**config.mk**
```make
export PLATFORM = sky130hd
export DESIGN_NAME = adpcm_frame_decoder_unit_flat
export DESIGN_NICKNAME = d
export VERILOG_FILES = /design/src/rtl/core/afd_pkg.sv /design/src/rtl/core/afd_in_if.sv /design/src/rtl/core/afd_out_if.sv /design/src/rtl/core/adpcm_frame_decoder_unit.sv /design/src/rtl/core/afd_useq.sv /design/src/rtl/core/afd_dpath.sv /design/src/flat_wrapper.sv
export SDC_FILE = /design/constraint.sdc
export NUM_CORES = 2
export LEC_CHECK = 0
export ABC_CLOCK_PERIOD_IN_PS = 7100
export BUFFER_PORTS_ARGS = -buffer_cell sky130_fd_sc_hd__buf_2
export CAP_MARGIN = 20
export CORE_MARGIN = 2
export CORE_UTILIZATION = 40
export CTS_BUF_LIST = sky130_fd_sc_hd__clkbuf_4
export DETAILED_ROUTE_END_ITERATION = 6
export PLACE_DENSITY = 0.66
export SLEW_MARGIN = 20
export SYNTH_ARGS = -nofsm -noshare
export SYNTH_HDL_FRONTEND = slang
export SYNTH_SLANG_ARGS = --single-unit
```
**constraint.sdc**
```tcl
create_clock -name i_clk -period 7.1 [get_ports i_clk]
set_clock_uncertainty 0.15 [all_clocks]
set_input_delay 0.71 -clock i_clk [delete_from_list [all_inputs] [get_ports i_clk]]
set_output_delay 0.71 -clock i_clk [all_outputs]
set_load 0.05 [all_outputs]
```
**src/rtl/core/afd_pkg.sv**
```systemverilog
// Shared types and constants for the ADPCM frame decoder.
`timescale 1ns / 1ps
`default_nettype none
package afd_pkg;

    localparam int SAMPLES_PER_FRAME = 14;
    localparam int CFG_W             = 64;
    localparam int CFG_IDX_W         = 3;
    localparam int NUM_CFG           = 4;
    localparam int PCM_W             = 16;
    localparam int FRAME_W           = 64;
    localparam int NIB_BITS_W        = 56;
    localparam int COUNT_W           = 4;

    // Operation codes carried in the opcode field of an input transfer.
    localparam logic OP_SEED   = 1'b0;
    localparam logic OP_DECODE = 1'b1;

    // Step counter and jump condition codes of the microprogram.
    typedef logic [1:0] t_step;
    typedef logic [1:0] t_cond;

    localparam t_cond COND_GOTO  = 2'd0;
    localparam t_cond COND_START = 2'd1;
    localparam t_cond COND_LOOP  = 2'd2;

    // One control word of the microprogram.
    typedef struct packed {
        logic  in_rdy;
        logic  mul_en;
        logic  sum_en;
        logic  emit_en;
        t_cond cond;
        t_step target;
    } t_ctrl;

    // Datapath status seen by the sequencer.
    typedef struct packed {
        logic start;
        logic out_free;
        logic last;
    } t_stat;

endpackage
`default_nettype wire

```
**src/rtl/core/afd_in_if.sv**
```systemverilog
// Input channel interface: one frame or seed operation per transfer.
`timescale 1ns / 1ps
`default_nettype none
interface afd_in_if;
    logic               valid;
    logic               ready;
    logic               opcode;
    logic [63:0]        frame_bytes;
    logic [3:0]         emit_count;
    logic signed [15:0] seed_newer;
    logic signed [15:0] seed_older;

    modport source (
        output valid, opcode, frame_bytes, emit_count, seed_newer, seed_older,
        input  ready
    );
    modport sink (
        input  valid, opcode, frame_bytes, emit_count, seed_newer, seed_older,
        output ready
    );
endinterface
`default_nettype wire

```
**src/rtl/core/afd_out_if.sv**
```systemverilog
// Output channel interface: one decoded sample per transfer.
`timescale 1ns / 1ps
`default_nettype none
interface afd_out_if;
    logic               valid;
    logic               ready;
    logic signed [15:0] pcm_sample;
    logic               last_of_frame;

    modport source (
        output valid, pcm_sample, last_of_frame,
        input  ready
    );
    modport sink (
        input  valid, pcm_sample, last_of_frame,
        output ready
    );
endinterface
`default_nettype wire

```
**src/rtl/core/adpcm_frame_decoder_unit.sv**
```systemverilog
// Top level of the one-channel 4-bit ADPCM frame decoder.
// The decoder takes one operation per transfer on i_frm. A seed operation
// (opcode 0) loads the two-sample history and produces no output. A decode
// operation (opcode 1) carries an 8-byte frame whose header selects a
// scale exponent and one of eight coefficient pairs; it yields as many
// samples as its emit_count field asks for (15 is treated as 14, 0 yields
// nothing) on o_pcm, the last one flagged with last_of_frame. The block takes
// the transfer, then runs three steps of a small microprogram per sample
// (both prediction products, their rounded sum, then scale, add, saturate
// and emit). Each sample depends on the two samples before it, so the
// products of one sample cannot start until the previous sample has been
// emitted into the history. A registered output stage holds the finished
// sample; the emit step waits only while that stage is full and not being
// taken. The four coefficient registers are written through i_cfg_we,
// i_cfg_idx and i_cfg_data; the user must write them only while the block
// is idle, which the block itself does not enforce. Writes to an index
// above three are dropped.
`timescale 1ns / 1ps
`default_nettype none
module adpcm_frame_decoder_unit
    import afd_pkg::*;
(
    input  wire logic                 i_clk,
    input  wire logic                 i_rst_n,
    input  wire logic                 i_cfg_we,
    input  wire logic [CFG_IDX_W-1:0] i_cfg_idx,
    input  wire logic [CFG_W-1:0]     i_cfg_data,
    afd_in_if.sink                    i_frm,
    afd_out_if.source                 o_pcm
);

    // Control words flow from the sequencer; the datapath reports whether a
    // frame has started, whether the output stage can take a sample and
    // whether the current sample is the last of its frame.
    t_ctrl w_ctrl;
    t_stat w_stat;

    afd_useq u_useq (
        .i_clk   (i_clk),
        .i_rst_n (i_rst_n),
        .i_stat  (w_stat),
        .o_ctrl  (w_ctrl)
    );

    afd_dpath u_dpath (
        .i_clk      (i_clk),
        .i_rst_n    (i_rst_n),
        .i_cfg_we   (i_cfg_we),
        .i_cfg_idx  (i_cfg_idx),
        .i_cfg_data (i_cfg_data),
        .i_ctrl     (w_ctrl),
        .o_stat     (w_stat),
        .frm        (i_frm),
        .pcm        (o_pcm)
    );

endmodule
`default_nettype wire

```
**src/rtl/core/afd_useq.sv**
```systemverilog
// Microcode sequencer: control ROM, step counter and conditional jumps.
`timescale 1ns / 1ps
`default_nettype none
module afd_useq
    import afd_pkg::*;
(
    input  wire logic  i_clk,
    input  wire logic  i_rst_n,
    input  wire t_stat i_stat,
    output t_ctrl      o_ctrl
);

    localparam t_step STEP_IDLE = 2'd0;
    localparam t_step STEP_MUL  = 2'd1;
    localparam t_step STEP_SUM  = 2'd2;
    localparam t_step STEP_EMIT = 2'd3;

    t_step r_step;
    t_step n_step;
    t_ctrl w_ctrl;

    // Control store. Fields: in_rdy, mul_en, sum_en, emit_en, cond, target.
    always_comb begin
        case (r_step)
            STEP_IDLE: w_ctrl = '{1'b1, 1'b0, 1'b0, 1'b0, COND_START, STEP_MUL};
            STEP_MUL:  w_ctrl = '{1'b0, 1'b1, 1'b0, 1'b0, COND_GOTO,  STEP_SUM};
            STEP_SUM:  w_ctrl = '{1'b0, 1'b0, 1'b1, 1'b0, COND_GOTO,  STEP_EMIT};
            STEP_EMIT: w_ctrl = '{1'b0, 1'b0, 1'b0, 1'b1, COND_LOOP,  STEP_MUL};
            default:   w_ctrl = '{1'b1, 1'b0, 1'b0, 1'b0, COND_START, STEP_MUL};
        endcase
    end

    // The emit step waits while the output stage is full, falls through to the next
    // step (wrapping to idle) after the last sample, else loops back to multiply.
    always_comb begin
        case (w_ctrl.cond)
            COND_START: n_step = i_stat.start ? w_ctrl.target : r_step;
            COND_LOOP: begin
                if (!i_stat.out_free) begin
                    n_step = r_step;
                end else if (i_stat.last) begin
                    n_step = r_step + t_step'(1);
                end else begin
                    n_step = w_ctrl.target;
                end
            end
            default:   n_step = w_ctrl.target;
        endcase
    end

    always_ff @(posedge i_clk) begin
        if (!i_rst_n) begin
            r_step <= STEP_IDLE;
        end else begin
            r_step <= n_step;
        end
    end

    assign o_ctrl = w_ctrl;

endmodule
`default_nettype wire

```
**src/rtl/core/afd_dpath.sv**
```systemverilog
// Decoder datapath: coefficients, history, multipliers, accumulator, output.
`timescale 1ns / 1ps
`default_nettype none
module afd_dpath
    import afd_pkg::*;
(
    input  wire logic                 i_clk,
    input  wire logic                 i_rst_n,
    input  wire logic                 i_cfg_we,
    input  wire logic [CFG_IDX_W-1:0] i_cfg_idx,
    input  wire logic [CFG_W-1:0]     i_cfg_data,
    input  wire t_ctrl                i_ctrl,
    output t_stat                     o_stat,
    afd_in_if.sink                    frm,
    afd_out_if.source                 pcm
);

    localparam int ACC_W = 33;
    localparam int VAL_W = 23;
    localparam logic signed [ACC_W-1:0] ROUND_BIAS = 33'sd1024;
    localparam logic signed [VAL_W-1:0] PCM_MIN    = -23'sd32768;
    localparam logic signed [VAL_W-1:0] PCM_MAX    = 23'sd32767;

    logic [CFG_W-1:0] r_cfg [NUM_CFG];

    logic signed [PCM_W-1:0]   r_newer, r_older;
    logic signed [PCM_W-1:0]   r_c1, r_c2;
    logic [3:0]                r_exp;
    logic [NIB_BITS_W-1:0]     r_nibs;
    logic [COUNT_W-1:0]        r_left;
    logic signed [2*PCM_W-1:0] r_p1, r_p2;
    logic signed [ACC_W-1:0]   r_acc;
    logic                      r_out_valid;
    logic signed [PCM_W-1:0]   r_pcm;
    logic                      r_last;

    logic                    w_accept, w_start, w_seed, w_out_free, w_emit;
    logic [COUNT_W-1:0]      w_count;
    logic [2:0]              w_pred;
    logic [CFG_W-1:0]        w_pair_reg;
    logic signed [VAL_W-1:0] w_shn, w_hist, w_val;
    logic signed [PCM_W-1:0] w_sat;

    assign w_accept   = frm.valid && i_ctrl.in_rdy;
    assign w_count    = (frm.emit_count > COUNT_W'(SAMPLES_PER_FRAME))
                        ? COUNT_W'(SAMPLES_PER_FRAME) : frm.emit_count;
    assign w_start    = w_accept && (frm.opcode == OP_DECODE) && (w_count != '0);
    assign w_seed     = w_accept && (frm.opcode == OP_SEED);
    assign w_out_free = !r_out_valid || pcm.ready;
    assign w_emit     = i_ctrl.emit_en && w_out_free;

    assign w_pred     = frm.frame_bytes[62:60];
    assign w_pair_reg = r_cfg[w_pred[2:1]];

    // Residual scaled by 2^exp, plus the rounded prediction, then saturated.
    assign w_shn  = VAL_W'(signed'(r_nibs[NIB_BITS_W-1 -: 4])) <<< r_exp;
    assign w_hist = VAL_W'(signed'(r_acc[ACC_W-1:11]));
    assign w_val  = w_shn + w_hist;

    always_comb begin
        if (w_val < PCM_MIN) begin
            w_sat = PCM_MIN[PCM_W-1:0];
        end else if (w_val > PCM_MAX) begin
            w_sat = PCM_MAX[PCM_W-1:0];
        end else begin
            w_sat = w_val[PCM_W-1:0];
        end
    end

    always_ff @(posedge i_clk) begin
        if (!i_rst_n) begin
            for (int i = 0; i < NUM_CFG; i++) begin
                r_cfg[i] <= '0;
            end
        end else if (i_cfg_we && (i_cfg_idx < CFG_IDX_W'(NUM_CFG))) begin
            r_cfg[i_cfg_idx[1:0]] <= i_cfg_data;
        end
    end

    always_ff @(posedge i_clk) begin
        if (!i_rst_n) begin
            r_newer <= '0;
            r_older <= '0;
        end else if (w_seed) begin
            r_newer <= frm.seed_newer;
            r_older <= frm.seed_older;
        end else if (w_emit) begin
            r_newer <= w_sat;
            r_older <= r_newer;
        end
    end

    always_ff @(posedge i_clk) begin
        if (!i_rst_n) begin
            r_left <= '0;
        end else if (w_start) begin
            r_left <= w_count;
        end else if (w_emit) begin
            r_left <= r_left - COUNT_W'(1);
        end
    end

    always_ff @(posedge i_clk) begin
        if (w_start) begin
            r_exp  <= frm.frame_bytes[59:56];
            r_nibs <= frm.frame_bytes[NIB_BITS_W-1:0];
            if (w_pred[0]) begin
                r_c1 <= signed'(w_pair_reg[31:16]);
                r_c2 <= signed'(w_pair_reg[15:0]);
            end else begin
                r_c1 <= signed'(w_pair_reg[63:48]);
                r_c2 <= signed'(w_pair_reg[47:32]);
            end
        end else if (w_emit) begin
            r_nibs <= {r_nibs[NIB_BITS_W-5:0], 4'h0};
        end
        if (i_ctrl.mul_en) begin
            r_p1 <= r_c1 * r_newer;
            r_p2 <= r_c2 * r_older;
        end
        if (i_ctrl.sum_en) begin
            r_acc <= ACC_W'(r_p1) + ACC_W'(r_p2) + ROUND_BIAS;
        end
    end

    always_ff @(posedge i_clk) begin
        if (!i_rst_n) begin
            r_out_valid <= 1'b0;
        end else if (w_emit) begin
            r_out_valid <= 1'b1;
        end else if (pcm.ready) begin
            r_out_valid <= 1'b0;
        end
    end

    always_ff @(posedge i_clk) begin
        if (w_emit) begin
            r_pcm  <= w_sat;
            r_last <= (r_left == COUNT_W'(1));
        end
    end

    assign frm.ready         = i_ctrl.in_rdy;
    assign pcm.valid         = r_out_valid;
    assign pcm.pcm_sample    = r_pcm;
    assign pcm.last_of_frame = r_last;

    assign o_stat = '{start:    w_start,
                      out_free: w_out_free,
                      last:     (r_left == COUNT_W'(1))};

endmodule
`default_nettype wire

```
**src/flat_wrapper.sv**
```systemverilog
// flat-port wrapper written by rule: the top's interface ports become plain ports
module adpcm_frame_decoder_unit_flat import afd_pkg::*;
  (i_clk, i_rst_n, i_cfg_we, i_cfg_idx, i_cfg_data, i_frm_valid, i_frm_opcode, i_frm_frame_bytes, i_frm_emit_count, i_frm_seed_newer, i_frm_seed_older, i_frm_ready, o_pcm_valid, o_pcm_pcm_sample, o_pcm_last_of_frame, o_pcm_ready);
  afd_in_if i_frm_i ();
  afd_out_if o_pcm_i ();
  input  wire logic i_clk;
  input  wire logic i_rst_n;
  input  wire logic i_cfg_we;
  input  wire logic [CFG_IDX_W-1:0] i_cfg_idx;
  input  wire logic [CFG_W-1:0] i_cfg_data;
  input wire logic [$bits(i_frm_i.valid)-1:0] i_frm_valid;
  input wire logic [$bits(i_frm_i.opcode)-1:0] i_frm_opcode;
  input wire logic [$bits(i_frm_i.frame_bytes)-1:0] i_frm_frame_bytes;
  input wire logic [$bits(i_frm_i.emit_count)-1:0] i_frm_emit_count;
  input wire logic [$bits(i_frm_i.seed_newer)-1:0] i_frm_seed_newer;
  input wire logic [$bits(i_frm_i.seed_older)-1:0] i_frm_seed_older;
  output wire logic [$bits(i_frm_i.ready)-1:0] i_frm_ready;
  output wire logic [$bits(o_pcm_i.valid)-1:0] o_pcm_valid;
  output wire logic [$bits(o_pcm_i.pcm_sample)-1:0] o_pcm_pcm_sample;
  output wire logic [$bits(o_pcm_i.last_of_frame)-1:0] o_pcm_last_of_frame;
  input wire logic [$bits(o_pcm_i.ready)-1:0] o_pcm_ready;
  assign i_frm_i.valid = i_frm_valid;
  assign i_frm_i.opcode = i_frm_opcode;
  assign i_frm_i.frame_bytes = i_frm_frame_bytes;
  assign i_frm_i.emit_count = i_frm_emit_count;
  assign i_frm_i.seed_newer = i_frm_seed_newer;
  assign i_frm_i.seed_older = i_frm_seed_older;
  assign i_frm_ready = i_frm_i.ready;
  assign o_pcm_valid = o_pcm_i.valid;
  assign o_pcm_pcm_sample = o_pcm_i.pcm_sample;
  assign o_pcm_last_of_frame = o_pcm_i.last_of_frame;
  assign o_pcm_i.ready = o_pcm_ready;
  adpcm_frame_decoder_unit u_core (.i_clk(i_clk), .i_rst_n(i_rst_n), .i_cfg_we(i_cfg_we), .i_cfg_idx(i_cfg_idx), .i_cfg_data(i_cfg_data), .i_frm(i_frm_i), .o_pcm(o_pcm_i));
endmodule
```
==> Yosys cells after proc, flatten, opt, wreduce, memory -nomap -nowiden <==
Memories as Yosys holds them, arrays and structs flattened.
Index checks and enable logic that the tools add are counted.
{ "word_totals": {"ff_bits": 245, "latch_bits": 0, "mem_bits_rw": 256, "mem_bits_ro": 0, "in_bits": 173, "output_inout_bits": 19, "n_memories": 1} }
{ "mem_list": {"columns": ["memory", "words", "width", "read_ports", "rd_ports_with_merged_regs", "write_ports", "line", "rtl"], "rows": [
  ["u_core.u_dpath.r_cfg", 4, 64, 1, 0, 4, "afd_dpath.sv:24", "logic [CFG_W-1:0] r_cfg [NUM_CFG];"]
]} }
{ "op_classes": {"addsub": 5, "multipliers": 2, "div_mod_pow": 0, "magnitude_cmp": 4, "eq_ne": 8, "n_shift": 1, "muxes": 27, "bitwise_logic": 1, "reduce_logical": 15} }
{ "ops": {"columns": ["cell", "n"], "rows": [
  ["$mux 16", 8],
  ["$mux 56", 2],
  ["$mul 16x16->32", 2],
  ["$mux 64", 1],
  ["$reduce_or 64->1", 1],
  ["$add 32x32->33", 1],
  ["$add 33x12->33 const B", 1],
  ["$pmux 8 s4", 1],
  ["$add 23x22->23", 1],
  ["$gt 23x16->1 const B", 1],
  ["$lt 23x16->1 const B", 1],
  ["$sshl 4x4->23", 1],
  ["$mux 4", 3],
  ["$mux 2", 4],
  ["$mux 1", 7],
  ["$eq 2x2->1 const B", 3],
  ["$logic_and 1x1->1", 6],
  ["$reduce_bool 2->1", 3],
  ["$eq 2x1->1 const B", 2],
  ["$eq 4x1->1 const B", 1],
  ["$gt 4x4->1 const B", 1],
  ["$ne 2x2->1 const B", 2],
  ["$pmux 2 s2", 1],
  ["$reduce_bool 4->1", 1],
  ["other kinds (8)", 8]
]} }

==> Logic depth before layout (Yosys ltp) <==
{ "depth": {"depth_word": 7, "depth_mapped": 24, "mapped_depth_nobuf": 22} }

==> Cells and area by module <==
Synthesis repeated with hierarchy kept, for this count alone.
{ "hier_totals": {"cells_unflattened": 3715, "hier_area_um2": 42399.4} }
{ "by_module_without_submodules": {"columns": ["mod", "n_inst", "cells_per_inst", "area_per_inst_um2", "seq_area_each_um2"], "rows": [
  ["afd_dpath", 1, 3690, 42156.7, 14283.7],
  ["afd_useq", 1, 25, 242.7, 40.0]
]} }

==> Worst setup path before layout <==
Ideal clock, no wire load.
{ "synth_path": {"path_kind": "reg-to-reg", "startpoint": "register u_core.u_dpath.r_c1[15]", "endpoint": "register u_core.u_dpath.r_p1[30] (data pin)", "setup_time_ps": 258, "arrival_ps": 6041, "setup_slack_ps": 651, "path_stages_with_launch": 21, "path_buffers": 1, "path_cell_list": "edfxtp_1 clkbuf_1 nand2_1 inv_1 fa_1 fa_1 fa_1 fa_1 fa_1 inv_1 fa_1 inv_1 ha_1 a21o_1 a21o_1 a21oi_1 o21ai_0 a2111oi_0 o21bai_1 a21oi_1 xnor2_1"} }
{ "synth_between": {"elab_chain_len": 1} }
{ "synth_lines": {"columns": ["item", "line", "rtl"], "rows": [
  ["from (decl)", "afd_dpath.sv:27", "logic signed [PCM_W-1:0] r_c1, r_c2;"],
  ["from (signal assigned)", "afd_dpath.sv:108", "r_c1 <= signed'(w_pair_reg[31:16]);"],
  ["from (signal assigned)", "afd_dpath.sv:111", "r_c1 <= signed'(w_pair_reg[63:48]);"],
  ["$mul 16x16->32", "afd_dpath.sv:118", "r_p1 <= r_c1 * r_newer;"],
  ["to (signal assigned)", "afd_dpath.sv:118", null],
  ["to (decl)", "afd_dpath.sv:31", "logic signed [2*PCM_W-1:0] r_p1, r_p2;"]
]} }
No other way between the ends.
A chain may end at the register's enable or synchronous reset.

==> Worst setup path after layout <==
{ "layout_path": {"startpoint": "register u_core.u_dpath.r_c1[15]", "endpoint": "register u_core.u_dpath.r_p1[31] (data pin)"} }
The elaborated chain is that of the path after synthesis.

==> impl_metrics.json <==
{
  "outcome": "finished clean",
  "rr_endpoint": "u_core.u_dpath.r_p1[31]",
  "initial_core_util_pct": 40.2,
  "fin_hold_ws_ns": 0.0866,
  "io_pins": 192,
  "grt_max_degree": 90,
  "cp_max_fo": 5,
  "clock_power_share_pct": 13.0,
  "yosys-top-cells-area": "edfxtp_1, fa_1, ha_1",
  "numCtsBuffers": 135,
  "syn_inst": 3817,
  "hold_violations": 0,
  "place_area_mm2": 0.0453,
  "postRouteWirelength_mm": 106,
  "grt_antenna_before_repair": 10,
  "row_count": 119,
  "swShare_pct": 44.7,
  "synth_nets": 4770,
  "rrSetupSlack_ns": 0.34,
  "fin_crit_sh_pct": 95.2,
  "yosysWarnings": 0,
  "synthAdderAreaFrac_pct": 32.4,
  "pwr-share-comb_pct": 63.1,
  "drive_gt1_share_pct": 15.6,
  "cts_buffer_depth": 3,
  "root_buffer": "clkbuf_4",
  "maxSlewViolCount": 0,
  "holdPathEnd": "u_core.u_dpath.r_nibs[15]",
  "core-area_mm2": 0.105,
  "slew_headroom_pct": 31.7,
  "synth_edf_count": 451,
  "ys_seq_area_share_pct": 33.9,
  "vias": 29300,
  "rsz0062_at_grt": "no",
  "num-fill-cells": 9632,
  "syn_avg_cell_area_um2": 11.1,
  "min-delay-start": "i_frm_frame_bytes[15]",
  "worstSkewPairLatency_ns": 0.95,
  "via_per_inst": 5.07,
  "p_leak_nw": 22.5,
  "synth.mux.area_fraction_pct": 4.56,
  "ir_drop_uv": 380,
  "grt_remaining_overflow": 0,
  "path_cells": "nand2_1 > inv_1 > fa_1 > fa_1 > fa_1 > fa_1 > fa_1 > inv_1 > fa_1 > inv_1 > ha_1 > a21o_1 > a21o_1 > a21oi_1 > o21ai_0 > a21oi_1 > o21ai_0 > a41o_1 > o41a_1 > xnor2_1",
  "finalSetupTns_ns": 0,
  "die_w_um": 329,
  "internal_power_mw": 10.9,
  "synth_top_family_by_area": "adder cells",
  "clock-sinks": 490,
  "cts_tree": "built",
  "synth_xor_area_share_pct": 2.26,
  "reg2reg_depth": 20,
  "crit_path_start_kind": "register",
  "ys_types": 69,
  "synth_compound_area_share_pct": 5.38,
  "max_freq_mhz": 148,
  "drtIter0Drc": 2282,
  "ys_async_sr_fraction_pct": 0,
  "fp.dieH_um": 329,
  "drc": 0,
  "hold_depth": 3,
  "yosys.area_share.simple_pct": 14.6,
  "ys_seq_elements": 490,
  "cp.required_ns": 7.59,
  "yosysMostFrequentCell": "inv_1",
  "cts.htree.levels": 4,
  "area_delta_synth_final_pct": 15.9,
  "setup_viol_count_final": 0,
  "critPathSlowestCell": "fa_1",
  "dp_hpwl_mm": 78.4,
  "ant_nets": 0,
  "p_sw_mw": 8.85,
  "max_stage_delay_ns": 0.79,
  "final_nets": 5229,
  "routedWlPerCell_um": 18.5,
  "dp.cells": 5349,
  "drv_cap": 0,
  "min_period_ns": 6.76,
  "yosys.area.top_type": "edfxtp_1",
  "dieArea_mm2": 0.108,
  "grt_usage_pct": 20.2,
  "place_congestion": 0.895,
  "netlist_area_mm2": 0.0422,
  "power_density_mw_per_mm2": 404,
  "first_pass_iters": 5,
  "ys.flop_type": "edfxtp_1",
  "critical_path_class": "reg -> reg",
  "hold_class": "in -> reg",
  "yosysTopAreaCellShare_pct": 32.1,
  "first_global_vias": 31200,
  "port_buffers": 190,
  "synth_commonest_cells": "inv_1, fa_1, nand2_1",
  "seqPwrFrac_pct": 23.9,
  "final_util_pct": 46.7,
  "r2r_start": "u_core.u_dpath.r_c1[15]",
  "arrival_ns": 7.25,
  "endpoint_kind": "register",
  "fin_area_mm2": 0.0490,
  "fin_cells": 5770,
  "startpoint": "u_core.u_dpath.r_c1[15]",
  "tightest_slew_ns": 1.02,
  "path_common_cell": "fa_1",
  "clkTransAtPathRegs_ns": 0.06,
  "grt_pass1_wl_mm": 169
}
[power groups by stage]
| stage | sequential [mW] | clock (mW) | combinational (mW) |
|---|---|---|---|
| after floorplan | 4.59 | 0 | 9.30 |
| after global placement | 4.81 | 0 | 12.0 |
| after detailed placement | 4.82 | 0 | 12.2 |
| after CTS | 4.76 | 2.64 | 12.4 |
| after global routing | 4.77 | 2.79 | 14.3 |
| final | 4.72 | 2.58 | 12.5 |
[layout by cell type, fill, tap and decap left out, types with 117 or more instances in the layout]
cell / instances
inv_1: 598
fa_1: 524
nand2_1: 482
edfxtp_1: 451
and2_1: 449
ha_1: 254
clkbuf_4: 196
buf_2: 189
dlygate4sd3_1: 158
buf_4: 124
nor2_1: 117
[state kept, by name (all words and copies together), names as in the netlist, 16 cells and up]
name / cells
u_core.u_dpath.r_cfg: 256
u_core.u_dpath.r_nibs: 56
u_core.u_dpath.r_p1: 32
u_core.u_dpath.r_p2: 32
u_core.u_dpath.r_acc: 22
u_core.u_dpath.pcm.pcm_sample: 16
u_core.u_dpath.r_c1: 16
u_core.u_dpath.r_c2: 16
u_core.u_dpath.r_newer: 16
u_core.u_dpath.r_older: 16
[per-layer routing]
metal,up-vias,GRT usage [%],routed length [um]
li1,13400,-,-
met1,14600,27.2,45400
met2,1058,32.6,49400
met3,204,4.29,8450
met4,6,6.63,3140
met5,-,0,30
[timing repair]
| item | 4_1_cts | 5_1_grt |
|---|---|---|
| resized for setup | 0 | 14 |
| hold buffers | 158 | 0 |
| hold endpoints to repair | 349 | 0 |
| endpoints found under the setup margin | 0 | 5 |
| buffers inserted | 0 | 22 |
[metrics by stage]
stage | setup WS [ns] | power, mW
finish | 0.339 | 19.8
global route | 0.00270 | 21.8
CTS | 0.0393 | 19.8
detailed placement | 0.0521 | 17.1
global placement | 0.195 | 16.8
floorplan | 0.651 | 13.9
[cell type report]
type	count	area, um^2	share of cell area (%)
antenna	7	17.5	0.0358
clock buffer	196	1470	3.00
clock inverter	37	254	0.519
inverter	600	2250	4.60
multi-input combinational	2562	25100	51.3
sequential	490	14300	29.3
tap	1391	1740	3.55
timing repair buffer	487	3780	7.72
[kinds of logic after synthesis]
| family | Yosys count |
|---|---|
| flip-flops | 490 |
| multiplexers | 107 |
| XOR/XNOR | 109 |
| buffers and inverters | 765 |
| AND/OR/NAND/NOR | 1232 |
| AO/OA/AOI/OAI | 334 |
| adder cells (fa/ha/maj) | 780 |
[worst max-delay path: cells and delay by family, from the launching register on]
kind	cells	cell delay (ns)
and+or+nand+nor	1	0.19
adders and majority gates	7	3.65
DFF	1	0.55
xor gates and xnor gates	1	0.13
AOI/OAI and AO/OA	8	1.63
buffers and inverters	3	0.19
[worst max path at each step]
| stage | to | cells after the start |
|---|---|---|
| after floorplan | u_core.u_dpath.r_p1[30] | 20 |
| after global placement | u_core.u_dpath.r_p2[31] | 20 |
| after detailed placement | u_core.u_dpath.r_p2[31] | 20 |
| after CTS | u_core.u_dpath.r_p2[31] | 20 |
| after global routing | u_core.u_dpath.r_p1[31] | 21 |
| final | u_core.u_dpath.r_p1[31] | 20 |
(Power assumes the default switching activity.)
